==> src/hdl/mexp_pkg.sv <==
package mexp_pkg;

	localparam int OPERAND_WIDTH = 32;
	localparam int FIELD_WIDTH   = 32;
	localparam int PDATA_WIDTH   = 32;
	localparam int ADDR_WIDTH    = 3;

	// bits of the multiplier consumed per cycle of the modular multiplier
	localparam int DIGITS     = 2;
	localparam int STEPS      = (OPERAND_WIDTH + DIGITS - 1) / DIGITS;
	localparam int SCAN_WIDTH = STEPS * DIGITS;
	localparam int CNT_WIDTH  = $clog2(STEPS + 1);
	localparam int BIT_WIDTH  = $clog2(OPERAND_WIDTH);

	localparam logic [0:0] REG_EXPONENT = 1'b0;
	localparam logic [0:0] REG_MODULUS  = 1'b1;

	localparam logic [OPERAND_WIDTH-1:0] EXPONENT_RESET = OPERAND_WIDTH'(2);
	localparam logic [OPERAND_WIDTH-1:0] MODULUS_RESET  = OPERAND_WIDTH'(1);

	typedef enum logic [2:0] {
		ST_IDLE,
		ST_RED_RUN,
		ST_SQ_START,
		ST_SQ_RUN,
		ST_MUL_START,
		ST_MUL_RUN,
		ST_FIN
	} state_t;

	typedef struct packed {
		logic                     start;
		logic [OPERAND_WIDTH-1:0] mult;
		logic [OPERAND_WIDTH-1:0] mcand;
	} mm_req_t;

	typedef struct packed {
		logic                     busy;
		logic                     done;
		logic [OPERAND_WIDTH-1:0] prod;
	} mm_rsp_t;

	// one bit of interleaved modular multiplication: (2r + xbit*a) mod m, with r, a < m
	function automatic logic [OPERAND_WIDTH-1:0] mm_step(
		input logic [OPERAND_WIDTH-1:0] r,
		input logic                     xbit,
		input logic [OPERAND_WIDTH-1:0] a,
		input logic [OPERAND_WIDTH-1:0] m
	);
		logic [OPERAND_WIDTH+1:0] t;
		logic [OPERAND_WIDTH+1:0] mx;
		mx = {2'b00, m};
		t  = {1'b0, r, 1'b0} + (xbit ? {2'b00, a} : '0);
		if (t >= mx) begin
			t = t - mx;
		end
		if (t >= mx) begin
			t = t - mx;
		end
		return t[OPERAND_WIDTH-1:0];
	endfunction

endpackage

==> src/hdl/mexp_mulmod.sv <==
module mexp_mulmod (
	input  logic                                   clk,
	input  logic                                   arst_n,
	input  mexp_pkg::mm_req_t                      req,
	input  logic [mexp_pkg::OPERAND_WIDTH-1:0]     modulus,
	output mexp_pkg::mm_rsp_t                      rsp
);

	logic [mexp_pkg::OPERAND_WIDTH-1:0] r_q;
	logic [mexp_pkg::OPERAND_WIDTH-1:0] y_q;
	logic [mexp_pkg::SCAN_WIDTH-1:0]    x_q;
	logic [mexp_pkg::CNT_WIDTH-1:0]     cnt_q;
	logic                               busy_q;
	logic [mexp_pkg::OPERAND_WIDTH-1:0] r_nx;

	always_comb begin
		r_nx = r_q;
		for (int i = 0; i < mexp_pkg::DIGITS; i++) begin
			r_nx = mexp_pkg::mm_step(r_nx, x_q[mexp_pkg::SCAN_WIDTH-1-i], y_q, modulus);
		end
	end

	always_ff @(posedge clk or negedge arst_n) begin
		if (!arst_n) begin
			cnt_q  <= '0;
			busy_q <= 1'b0;
		end else if (req.start) begin
			cnt_q  <= mexp_pkg::CNT_WIDTH'(mexp_pkg::STEPS);
			busy_q <= 1'b1;
		end else if (busy_q) begin
			cnt_q <= cnt_q - 1'b1;
			if (cnt_q == mexp_pkg::CNT_WIDTH'(1)) begin
				busy_q <= 1'b0;
			end
		end
	end

	always_ff @(posedge clk) begin
		if (req.start) begin
			r_q <= '0;
			y_q <= req.mcand;
			x_q <= mexp_pkg::SCAN_WIDTH'(req.mult);
		end else if (busy_q) begin
			r_q <= r_nx;
			x_q <= x_q << mexp_pkg::DIGITS;
		end
	end

	assign rsp.busy = busy_q;
	assign rsp.done = busy_q && (cnt_q == mexp_pkg::CNT_WIDTH'(1));
	assign rsp.prod = r_nx;

	a_start_idle: assert property (@(posedge clk) disable iff (!arst_n)
		req.start |-> !busy_q)
		else $error("multiplier started while busy");

	a_prod_reduced: assert property (@(posedge clk) disable iff (!arst_n)
		rsp.done |-> (rsp.prod < modulus))
		else $error("product not reduced below modulus");

	a_done_ends: assert property (@(posedge clk) disable iff (!arst_n)
		(rsp.done && !req.start) |=> !busy_q)
		else $error("multiplier still busy after last step");

endmodule

==> src/hdl/mexp_ctrl.sv <==
module mexp_ctrl (
	input  logic                                   clk,
	input  logic                                   arst_n,
	input  logic                                   in_valid,
	output logic                                   in_stall,
	input  logic [mexp_pkg::OPERAND_WIDTH-1:0]     base_w,
	output logic                                   out_valid,
	input  logic                                   out_stall,
	output logic [mexp_pkg::OPERAND_WIDTH-1:0]     result,
	input  logic [mexp_pkg::OPERAND_WIDTH-1:0]     exponent,
	input  logic [mexp_pkg::OPERAND_WIDTH-1:0]     modulus,
	output mexp_pkg::mm_req_t                      req,
	input  mexp_pkg::mm_rsp_t                      rsp
);

	mexp_pkg::state_t state_q, state_nx;

	logic [mexp_pkg::OPERAND_WIDTH-1:0] acc_q;
	logic [mexp_pkg::OPERAND_WIDTH-1:0] b_q;
	logic [mexp_pkg::BIT_WIDTH-1:0]     bit_q;
	logic                               out_valid_q;
	logic [mexp_pkg::OPERAND_WIDTH-1:0] result_q;
	logic [mexp_pkg::OPERAND_WIDTH-1:0] one_mod;
	logic                               in_xfer;
	logic                               out_free;

	assign one_mod  = (modulus == mexp_pkg::OPERAND_WIDTH'(1)) ? '0
		: mexp_pkg::OPERAND_WIDTH'(1);
	assign in_stall = (state_q != mexp_pkg::ST_IDLE);
	assign in_xfer  = in_valid && !in_stall;
	assign out_free = !out_valid_q || !out_stall;

	always_ff @(posedge clk or negedge arst_n) begin
		if (!arst_n) begin
			state_q <= mexp_pkg::ST_IDLE;
		end else begin
			state_q <= state_nx;
		end
	end

	always_comb begin
		state_nx  = state_q;
		req.start = 1'b0;
		req.mult  = acc_q;
		req.mcand = acc_q;
		case (state_q)
			mexp_pkg::ST_IDLE: begin
				if (in_xfer) begin
					if (modulus == '0) begin
						state_nx = mexp_pkg::ST_FIN;
					end else begin
						req.start = 1'b1;
						req.mult  = base_w;
						req.mcand = one_mod;
						state_nx  = mexp_pkg::ST_RED_RUN;
					end
				end
			end
			mexp_pkg::ST_RED_RUN: begin
				if (rsp.done) begin
					state_nx = mexp_pkg::ST_SQ_START;
				end
			end
			mexp_pkg::ST_SQ_START: begin
				req.start = 1'b1;
				state_nx  = mexp_pkg::ST_SQ_RUN;
			end
			mexp_pkg::ST_SQ_RUN: begin
				if (rsp.done) begin
					if (exponent[bit_q]) begin
						state_nx = mexp_pkg::ST_MUL_START;
					end else if (bit_q == '0) begin
						state_nx = mexp_pkg::ST_FIN;
					end else begin
						state_nx = mexp_pkg::ST_SQ_START;
					end
				end
			end
			mexp_pkg::ST_MUL_START: begin
				req.start = 1'b1;
				req.mcand = b_q;
				state_nx  = mexp_pkg::ST_MUL_RUN;
			end
			mexp_pkg::ST_MUL_RUN: begin
				if (rsp.done) begin
					state_nx = (bit_q == '0) ? mexp_pkg::ST_FIN : mexp_pkg::ST_SQ_START;
				end
			end
			mexp_pkg::ST_FIN: begin
				if (out_free) begin
					state_nx = mexp_pkg::ST_IDLE;
				end
			end
			default: begin
				state_nx = mexp_pkg::ST_IDLE;
			end
		endcase
	end

	// working registers
	always_ff @(posedge clk) begin
		case (state_q)
			mexp_pkg::ST_IDLE: begin
				acc_q <= '0;
				bit_q <= mexp_pkg::BIT_WIDTH'(mexp_pkg::OPERAND_WIDTH - 1);
			end
			mexp_pkg::ST_RED_RUN: begin
				if (rsp.done) begin
					b_q   <= rsp.prod;
					acc_q <= one_mod;
				end
			end
			mexp_pkg::ST_SQ_RUN: begin
				if (rsp.done) begin
					acc_q <= rsp.prod;
					if (!exponent[bit_q] && bit_q != '0) begin
						bit_q <= bit_q - 1'b1;
					end
				end
			end
			mexp_pkg::ST_MUL_RUN: begin
				if (rsp.done) begin
					acc_q <= rsp.prod;
					if (bit_q != '0) begin
						bit_q <= bit_q - 1'b1;
					end
				end
			end
			default: begin
			end
		endcase
	end

	// output register, free to take a new result once the pending one transfers
	always_ff @(posedge clk or negedge arst_n) begin
		if (!arst_n) begin
			out_valid_q <= 1'b0;
		end else if (state_q == mexp_pkg::ST_FIN && out_free) begin
			out_valid_q <= 1'b1;
		end else if (!out_stall) begin
			out_valid_q <= 1'b0;
		end
	end

	always_ff @(posedge clk) begin
		if (state_q == mexp_pkg::ST_FIN && out_free) begin
			result_q <= acc_q;
		end
	end

	assign out_valid = out_valid_q;
	assign result    = result_q;

	a_no_restart: assert property (@(posedge clk) disable iff (!arst_n)
		req.start |-> !rsp.busy)
		else $error("multiply launched while unit busy");

	a_acc_reduced: assert property (@(posedge clk) disable iff (!arst_n)
		(state_q == mexp_pkg::ST_SQ_START || state_q == mexp_pkg::ST_MUL_START)
		|-> (acc_q < modulus && b_q < modulus))
		else $error("operand not reduced below modulus");

	a_fin_loads: assert property (@(posedge clk) disable iff (!arst_n)
		(state_q == mexp_pkg::ST_FIN && out_free) |=> out_valid_q)
		else $error("finished result not presented");

	a_mod_one_zero: assert property (@(posedge clk) disable iff (!arst_n)
		(out_valid_q && modulus == mexp_pkg::OPERAND_WIDTH'(1)) |-> (result_q == '0))
		else $error("nonzero result for modulus one");

endmodule

==> src/hdl/modular_exponentiation.sv <==
// Modular exponentiation: power_mod = base ^ exponent mod modulus, one result per base.
//
// Setup: write exponent (offset 0x0) and modulus (offset 0x4) over the APB port
// while the block is idle; both keep their value for every following base.
// After reset exponent is 2 and modulus is 1, so every result is 0 until written.
// Input: a base transfers when in_valid is high and in_stall is low. in_stall
// stays high from that transfer until the result has moved to the output register.
// Output: power_mod transfers when out_valid is high and out_stall is low; a
// stalled result holds, and the next base is taken meanwhile.
// Sequence: the base is first reduced mod modulus, then one modular squaring per
// exponent bit plus one modular multiply per set bit, each in the shared
// 2-bit-per-cycle interleaved multiplier, and the result is then loaded into the
// output register. A modulus of 0 gives 0 without any multiply. The next base is
// taken in the cycle the result appears.
// Reset clears the sequencer and the output valid; registers return to reset values.
module modular_exponentiation (
	input  logic                                 clk,
	input  logic                                 arst_n,
	input  logic                                 in_valid,
	output logic                                 in_stall,
	input  logic [mexp_pkg::FIELD_WIDTH-1:0]     base,
	output logic                                 out_valid,
	input  logic                                 out_stall,
	output logic [mexp_pkg::FIELD_WIDTH-1:0]     power_mod,
	input  logic                                 psel,
	input  logic                                 penable,
	input  logic                                 pwrite,
	input  logic [mexp_pkg::ADDR_WIDTH-1:0]      paddr,
	input  logic [mexp_pkg::PDATA_WIDTH-1:0]     pwdata,
	output logic [mexp_pkg::PDATA_WIDTH-1:0]     prdata,
	output logic                                 pready
);

	logic [mexp_pkg::OPERAND_WIDTH-1:0] exponent_q;
	logic [mexp_pkg::OPERAND_WIDTH-1:0] modulus_q;
	logic [mexp_pkg::OPERAND_WIDTH-1:0] result;
	logic                               cfg_wr;
	logic [0:0]                         reg_sel;
	mexp_pkg::mm_req_t                  mm_req;
	mexp_pkg::mm_rsp_t                  mm_rsp;

	assign pready  = 1'b1;
	assign cfg_wr  = psel && penable && pwrite;
	assign reg_sel = paddr[2];

	always_ff @(posedge clk or negedge arst_n) begin
		if (!arst_n) begin
			exponent_q <= mexp_pkg::EXPONENT_RESET;
			modulus_q  <= mexp_pkg::MODULUS_RESET;
		end else if (cfg_wr) begin
			case (reg_sel)
				mexp_pkg::REG_EXPONENT: exponent_q <= pwdata[mexp_pkg::OPERAND_WIDTH-1:0];
				mexp_pkg::REG_MODULUS:  modulus_q  <= pwdata[mexp_pkg::OPERAND_WIDTH-1:0];
				default: begin
				end
			endcase
		end
	end

	always_comb begin
		case (reg_sel)
			mexp_pkg::REG_EXPONENT: prdata = mexp_pkg::PDATA_WIDTH'(exponent_q);
			mexp_pkg::REG_MODULUS:  prdata = mexp_pkg::PDATA_WIDTH'(modulus_q);
			default:                prdata = '0;
		endcase
	end

	mexp_ctrl u_ctrl (
		.clk       (clk),
		.arst_n    (arst_n),
		.in_valid  (in_valid),
		.in_stall  (in_stall),
		.base_w    (base[mexp_pkg::OPERAND_WIDTH-1:0]),
		.out_valid (out_valid),
		.out_stall (out_stall),
		.result    (result),
		.exponent  (exponent_q),
		.modulus   (modulus_q),
		.req       (mm_req),
		.rsp       (mm_rsp)
	);

	mexp_mulmod u_mulmod (
		.clk     (clk),
		.arst_n  (arst_n),
		.req     (mm_req),
		.modulus (modulus_q),
		.rsp     (mm_rsp)
	);

	assign power_mod = mexp_pkg::FIELD_WIDTH'(result);

endmodule

==> config.mk <==
export PLATFORM = sky130hd
export DESIGN_NAME = modular_exponentiation
export DESIGN_NICKNAME = d
export VERILOG_FILES = /design/src/hdl/mexp_pkg.sv /design/src/hdl/mexp_mulmod.sv /design/src/hdl/mexp_ctrl.sv /design/src/hdl/modular_exponentiation.sv
export SDC_FILE = /design/constraint.sdc
export NUM_CORES = 1
export LEC_CHECK = 0
export ABC_AREA = 1
export BUFFER_PORTS_ARGS = -buffer_cell sky130_fd_sc_hd__buf_2
export CAP_MARGIN = 30
export CORE_MARGIN = 2
export CORE_UTILIZATION = 40
export DETAILED_ROUTE_END_ITERATION = 16
export HOLD_SLACK_MARGIN = 0.05
export SLEW_MARGIN = 20
export SYNTH_ARGS = -nofsm -noshare
export SYNTH_HDL_FRONTEND = slang
export SYNTH_SLANG_ARGS = --single-unit
export TNS_END_PERCENT = 50
==> constraint.sdc <==
create_clock -name clk -period 13.5 [get_ports clk]
set_clock_uncertainty 0.1 [all_clocks]
set_input_delay 0.675 -clock clk [delete_from_list [all_inputs] [get_ports clk]]
set_output_delay 0.675 -clock clk [all_outputs]
set_load 0.02 [all_outputs]
==> results.json, run 1 <==
{
  "nets": 4338,
  "report.final.hold_viol_count": 0,
  "slew_headroom_pct": 48.1,
  "synth_flop_cell": "edfxtp_1",
  "core_region_area_um2": 57600,
  "max_freq_ghz": 0.0781,
  "htreeDepth": 1,
  "cts_tree": "yes",
  "cts-root-buf": "clkbuf_16",
  "pre_cts_ws_ps": -460,
  "syn_inst": 3252,
  "finalCritPeriodShare_pct": 94.8,
  "grt_overflow_total": 0,
  "ys_ff_latch": 271,
  "syn_area_um2": 23300,
  "cts_buffers": 28,
  "syn-num-nets": 3525,
  "port_buffers": 137,
  "drt-initial-drc-count": 1963,
  "grtUsageTotal_pct": 29.1,
  "areaGrowthSynthToFinish_pct": 37.1,
  "clock_latency_ps": 590,
  "drv_cap": 0,
  "hp-class": "in2reg",
  "firstDrtPassIters": 6,
  "initial_core_util_pct": 40.4,
  "async_flop_share_pct": 27.3,
  "synth_enable_flop_cells": 165,
  "synth_warnings": 0,
  "syn_area_per_cell_um2": 7.15,
  "r2r-start": "u_mulmod.x_q[31]",
  "cpMostUsedCell": "nand2_1",
  "critical_path.max_stage_delay_ps": 490,
  "criticalPathCategory": "reg2reg",
  "synthDominantAreaCellType": "edfxtp_1",
  "grt_max_degree": 75,
  "wl_um": 90500,
  "slowest_stage": "edfxtp_1",
  "first_global_vias": 23540,
  "drive_gt1_share_pct": 28.2,
  "gp_congestion": 1.04,
  "die-area_um2": 60100,
  "wl_per_cell_um": 18.6,
  "start_kind": "register",
  "ys_seq_area_share_pct": 32.0,
  "synthTopCellsByArea": "edfxtp_1, nand2_1, ha_1",
  "vias": 25107,
  "worst_setup_path_end_kind": "register",
  "crit_arrival_ps": 13170,
  "fin_util_pct": 55.4,
  "worst_slew_pin_slew_ps": 778,
  "synth_top_area_share_pct": 21.3,
  "clk_pin_slew_ps": 70,
  "viasPerCell": 5.17,
  "maxSlewViolCount": 0,
  "period_minus_slack_ps": 12800,
  "finalSetupTns_ps": 0,
  "cp.required_ps": 13870,
  "cp_max_fo": 16,
  "clock_path_buffers": 3,
  "num_rows": 88,
  "die_w_um": 245,
  "antenna_found_initial": 4,
  "ant_nets": 0,
  "startpoint": "u_mulmod.x_q[31]",
  "setup_violations": 0,
  "grt_pass1_wl_um": 134000,
  "hold_slack_ps": 245,
  "synth.distinct_cells": 60,
  "clock-sinks": 271,
  "dp_hpwl_um": 73300,
  "min-delay-start": "pwdata[0]",
  "fp.dieH_um": 245,
  "drc": 0,
  "outcome": "completed",
  "io_pins": 141,
  "postLayoutSetupSlackWorst_ps": 702
}
[synthesized netlist by cell type, drive strengths merged, types with 2 or more instances]
master	instances
a21oi	242
o211ai	44
nor4	19
o22ai	3
dfxtp	32
fa	6
nand4	22
nor3	26
buf	22
nand3	166
o21ai	319
inv	395
ha	193
dfstp	2
a31oi	15
xor2	92
clkinv	4
a21boi	10
nand3b	8
o21a	7
and3	5
nand2	975
o221ai	12
a211oi	3
dfrtp	72
o21bai	11
o31ai	4
nor2	200
clkbuf	67
edfxtp	165
xnor2	84
a21o	13
[sequential cells by signal, indices dropped and copies added, names as in the netlist]
register,count
u_mulmod.x_q,32
u_ctrl.bit_q,5
u_mulmod.r_q,32
u_ctrl.acc_q,32
u_mulmod.cnt_q,5
u_ctrl.out_valid,1
u_mulmod.y_q,32
modulus_q,32
u_ctrl.state_q,3
exponent_q,32
u_ctrl.result,32
u_ctrl.b_q,32
u_mulmod.busy_q,1
[cell families (layout without fill, tap and decap cells)]
| kind of cell | count (synthesis) | in the layout | share of synthesized area [%] |
|---|---|---|---|
| simple gates | 1427 | 1427 | 25.9 |
| compound gates | 689 | 689 | 16.3 |
| buf+inv | 488 | 1323 | 8.24 |
| flops | 271 | 271 | 32.0 |
| fa+ha+maj | 199 | 199 | 10.9 |
| xor+xnor | 176 | 176 | 6.63 |
| other cells | 1 | 3 | 0.0161 |
| mux | 1 | 1 | 0.0430 |
[metrics by stage]
stage / area, um2 / std cells
6_report: 31900 / 4854
5_1_grt: 31900 / 4852
4_1_cts: 30800 / 4824
3_5_place_dp: 29900 / 4771
3_3_place_gp: 29800 / 4770
2_1_floorplan: 23300 / 3252
[what timing repair did]
action                                  CTS  global route
pin swaps                                 2            53
resized for setup                        13           208
endpoints found under the hold margin     0            25
endpoints found under the setup margin   96            96
buffers inserted                          1            18
gates cloned                              0             6
hold buffers                              0             1
[layout by cell type, fill, tap and decap left out, types with 100 or more instances in the layout]
master / instances
edfxtp_1: 165
inv_1: 391
buf_2: 136
nand2_2: 100
buf_4: 707
a21oi_1: 207
nor2_1: 183
nand2_1: 872
nand3_1: 150
o21ai_0: 265
ha_1: 180
[final cells by class]
type                    instances  area [um2]
diodes                          2        5.00
clock buffers                  33         729
clock inverters                19         164
fillers                      5564       25700
inverters                     399        1510
multi-input cells            2493       14600
flip-flops and latches        271        7450
well taps                     765         957
repair buffers                872        6490
[per-layer routing]
metal	part of all wire, %	wire [um]	GRT usage (%)
met1	43	38900	39.5
met2	44	39700	46.1
met5	0.014	13	0
met4	5.6	5080	13.7
met3	7.5	6780	3.64
[final timing paths]
kind / depth (start not counted) / endpoint / slack, ps
worst max-delay path: 93 / u_mulmod.r_q[20] / 700
worst min-delay path: 3 / modulus_q[0] / 240
worst max register to register: 93 / u_mulmod.r_q[20] / 700
worst min register to register: 2 / u_mulmod.r_q[15] / 360
max in group asynchronous: 3 / modulus_q[0] / 12220
min in group asynchronous: 2 / u_mulmod.cnt_q[1] / 450
[worst max-delay path: cells and delay by family, from the launching register on]
kind | cells | cell delay (ps)
buffers and inverters | 18 | 2150
adder cells (fa/ha/maj) | 8 | 2170
flip-flops | 1 | 490
XOR/XNOR | 2 | 310
AND/OR/NAND/NOR | 47 | 4830
AO/OA/AOI/OAI | 18 | 2560
Power of run 1 is left out: the tool's default activity adds up to more than one toggle a clock period on the data nets, which glitch-free logic cannot reach.
==> inputs of run 2 (changes only) <==
- ABC_AREA: 1 -> not set
- CORE_ASPECT_RATIO: not set -> 1.4
==> results.json, run 2 <==
{
  "outcome": "finished with violations",
  "violations": "setup timing",
  "postLayoutSetupSlackWorst_ps": -1830,
  "met2_usage_pct": 50.7,
  "async_flop_share_pct": 27.3,
  "clock_latency_ps": 570,
  "cp_max_fo": 18,
  "vias": 23119,
  "num_rows": 103,
  "report.final.hold_viol_count": 0,
  "drt-initial-drc-count": 1328,
  "antenna_cells": 0,
  "cts_tree": "yes",
  "drc": 0,
  "yosysMostFrequentCell": "a21oi_1",
  "viasPerCell": 5.52,
  "final_common_cell": "buf_4",
  "hp-class": "in2reg",
  "rsz0062_at_grt": "yes",
  "nFillCells": 4994,
  "die_w_um": 205,
  "clk_pin_slew_ps": 70,
  "first_global_vias": 23278,
  "grt_pass1_wl_um": 133000,
  "fp.dieH_um": 286,
  "htreeDepth": 1,
  "synth_warnings": 0,
  "syn_area_um2": 22700,
  "r2r-start": "u_mulmod.x_q[31]",
  "grtUsageTotal_pct": 29.5,
  "r2r-end": "u_ctrl.acc_q[19]",
  "synth_enable_flop_cells": 165,
  "startpoint": "u_mulmod.x_q[31]",
  "yosys-top-cells-count": "a21oi_1, nand2_1, ha_1",
  "core_region_area_um2": 56300,
  "finalSetupTns_ps": -166840,
  "port_buffers": 137,
  "nets": 3711,
  "wl_um": 88800,
  "die-area_um2": 58800,
  "slew_headroom_pct": 46.9,
  "met1_usage_pct": 38.2,
  "synth_top_area_share_pct": 21.8,
  "grt-busiest-layer": "met2",
  "cp.required_ps": 13690,
  "syn-num-nets": 2768,
  "gp_congestion": 0.979,
  "ys_ff_latch": 271,
  "synth.distinct_cells": 86,
  "cts_buffers": 25,
  "wl_per_cell_um": 21.2,
  "maxSlewViolCount": 0,
  "criticalPathCategory": "reg2reg",
  "areaGrowthSynthToFinish_pct": 43.8,
  "seq_area_um2": 7450,
  "synthDominantAreaCellType": "edfxtp_1",
  "ff2ff_setup_slack_ps": -1830,
  "antenna_found_initial": 2,
  "ys_seq_area_share_pct": 32.8,
  "crit_end": "u_ctrl.acc_q[19]",
  "met3_usage_pct": 2.04,
  "synth_flop_cell": "edfxtp_1",
  "worst_slew_pin_slew_ps": 796,
  "clock-sinks": 271,
  "slowest_stage": "or3_4",
  "drive_gt1_share_pct": 40.3,
  "period_minus_slack_ps": 15330,
  "dp_hpwl_um": 73000,
  "grt_max_degree": 75,
  "drv_cap": 0,
  "finalCritPeriodShare_pct": 114,
  "cpMostUsedCell": "a21o_1",
  "grt_overflow_total": 0,
  "worst_setup_path_end_kind": "register",
  "syn_inst": 2495,
  "worst_r2r_path_depth": 77,
  "cts-root-buf": "clkbuf_16",
  "multiInputGateArea_um2": 15400,
  "synthTopCellsByArea": "edfxtp_1, ha_1, dfrtp_1",
  "initial_core_util_pct": 40.4,
  "crit_arrival_ps": 15520,
  "start_kind": "register",
  "critical_path.max_stage_delay_ps": 420,
  "final_cell_mix": "buf_4, nand2_1, a21oi_1",
  "firstDrtPassIters": 5,
  "setup_violations": 96,
  "io_pins": 141,
  "syn_area_per_cell_um2": 9.11,
  "max_freq_ghz": 0.0652,
  "clock_path_buffers": 3,
  "ant_nets": 0
}
==> run 2: cell count changes after synthesis, moves of 35 or more <==
cell / change
and2_1: +68
o21ai_0: -140
nand3_1: -111
mux2i_1: +35
a21o_1: +63
nand2_1: -721
inv_1: -264
xor2_1: -40
nand2_2: -57
o21a_1: +46
mux2_2: +137
==> run 2: layout make-up <==
cell class / count / share of cell area, %
clock buffer: 31 / 2.08
timing repair buffer: 1020 / 23.1
multi-input combinational: 1990 / 47.3
sequential: 271 / 22.8
clock inverter: 15 / 0.479
inverter: 130 / 1.49
tap: 735 / 2.81
==> run 2: stage by stage <==
stage / worst slack [ps] / utilization, % / area, um2 / hold WS, ps / std cells
after floorplan: -658 / - / 23200 / 279 / 2495
after global placement: -2600 / 54.5 / 30700 / 393 / 4106
after detailed placement: -2810 / 54.5 / 30700 / 389 / 4107
after CTS: -1690 / 57.0 / 32100 / 168 / 4174
after global routing: -2450 / 58.0 / 32700 / 252 / 4192
final: -1830 / 58.0 / 32700 / 254 / 4192
==> run 2: per-layer routing <==
layer	vias to the layer above	routed length, um
li1	11120	-
met4	2	4160
met3	132	3580
met2	608	43100
met5	-	10
met1	11257	38000
==> run 2: critical path: cells and delay by family, from the launching register on <==
kind / cells / cell delay [ps]
adder cells (fa/ha/maj): 7 / 2020
buffers and inverters: 12 / 1940
XOR/XNOR: 2 / 320
multiplexers: 3 / 740
AO/OA/AOI/OAI: 39 / 7380
flip-flops: 1 / 380
AND/OR/NAND/NOR: 14 / 2140
==> run 2: how the worst min path moves through the flow <==
stage,start,endpoint,depth (start not counted)
after global routing,pwdata[12],modulus_q[12],2
after CTS,arst_n,u_ctrl.state_q[1],1
after global placement,u_ctrl.acc_q[21],u_ctrl.result[21],0
after detailed placement,u_mulmod.r_q[0],u_mulmod.r_q[0],2
final,pwdata[23],modulus_q[23],2
after floorplan,arst_n,exponent_q[0],0
==> run 2: timing repair <==
item | 4_1_cts | 5_1_grt
endpoints found under the setup margin | 96 | 96
gates resized for setup | 92 | 69
hold buffers | 0 | 1
endpoints found under the hold margin | 0 | 22
pin swaps | 35 | 36
cloned | 1 | 5
buffers inserted | 20 | 11
==> run 2: cell families (layout without fill, tap and decap cells) <==
group,Yosys count,count (layout),share of synthesized area (%)
muxes,185,185,9.46
xor gates and xnor gates,161,161,6.20
adders and majority gates,199,199,11.2
AOI/OAI and AO/OA,776,776,22.2
other,1,1,0.0165
DFF,271,271,32.8
buffers and inverters,234,1196,4.05
and+or+nand+nor,668,668,14.2
Power of run 2 is left out for the same reason.
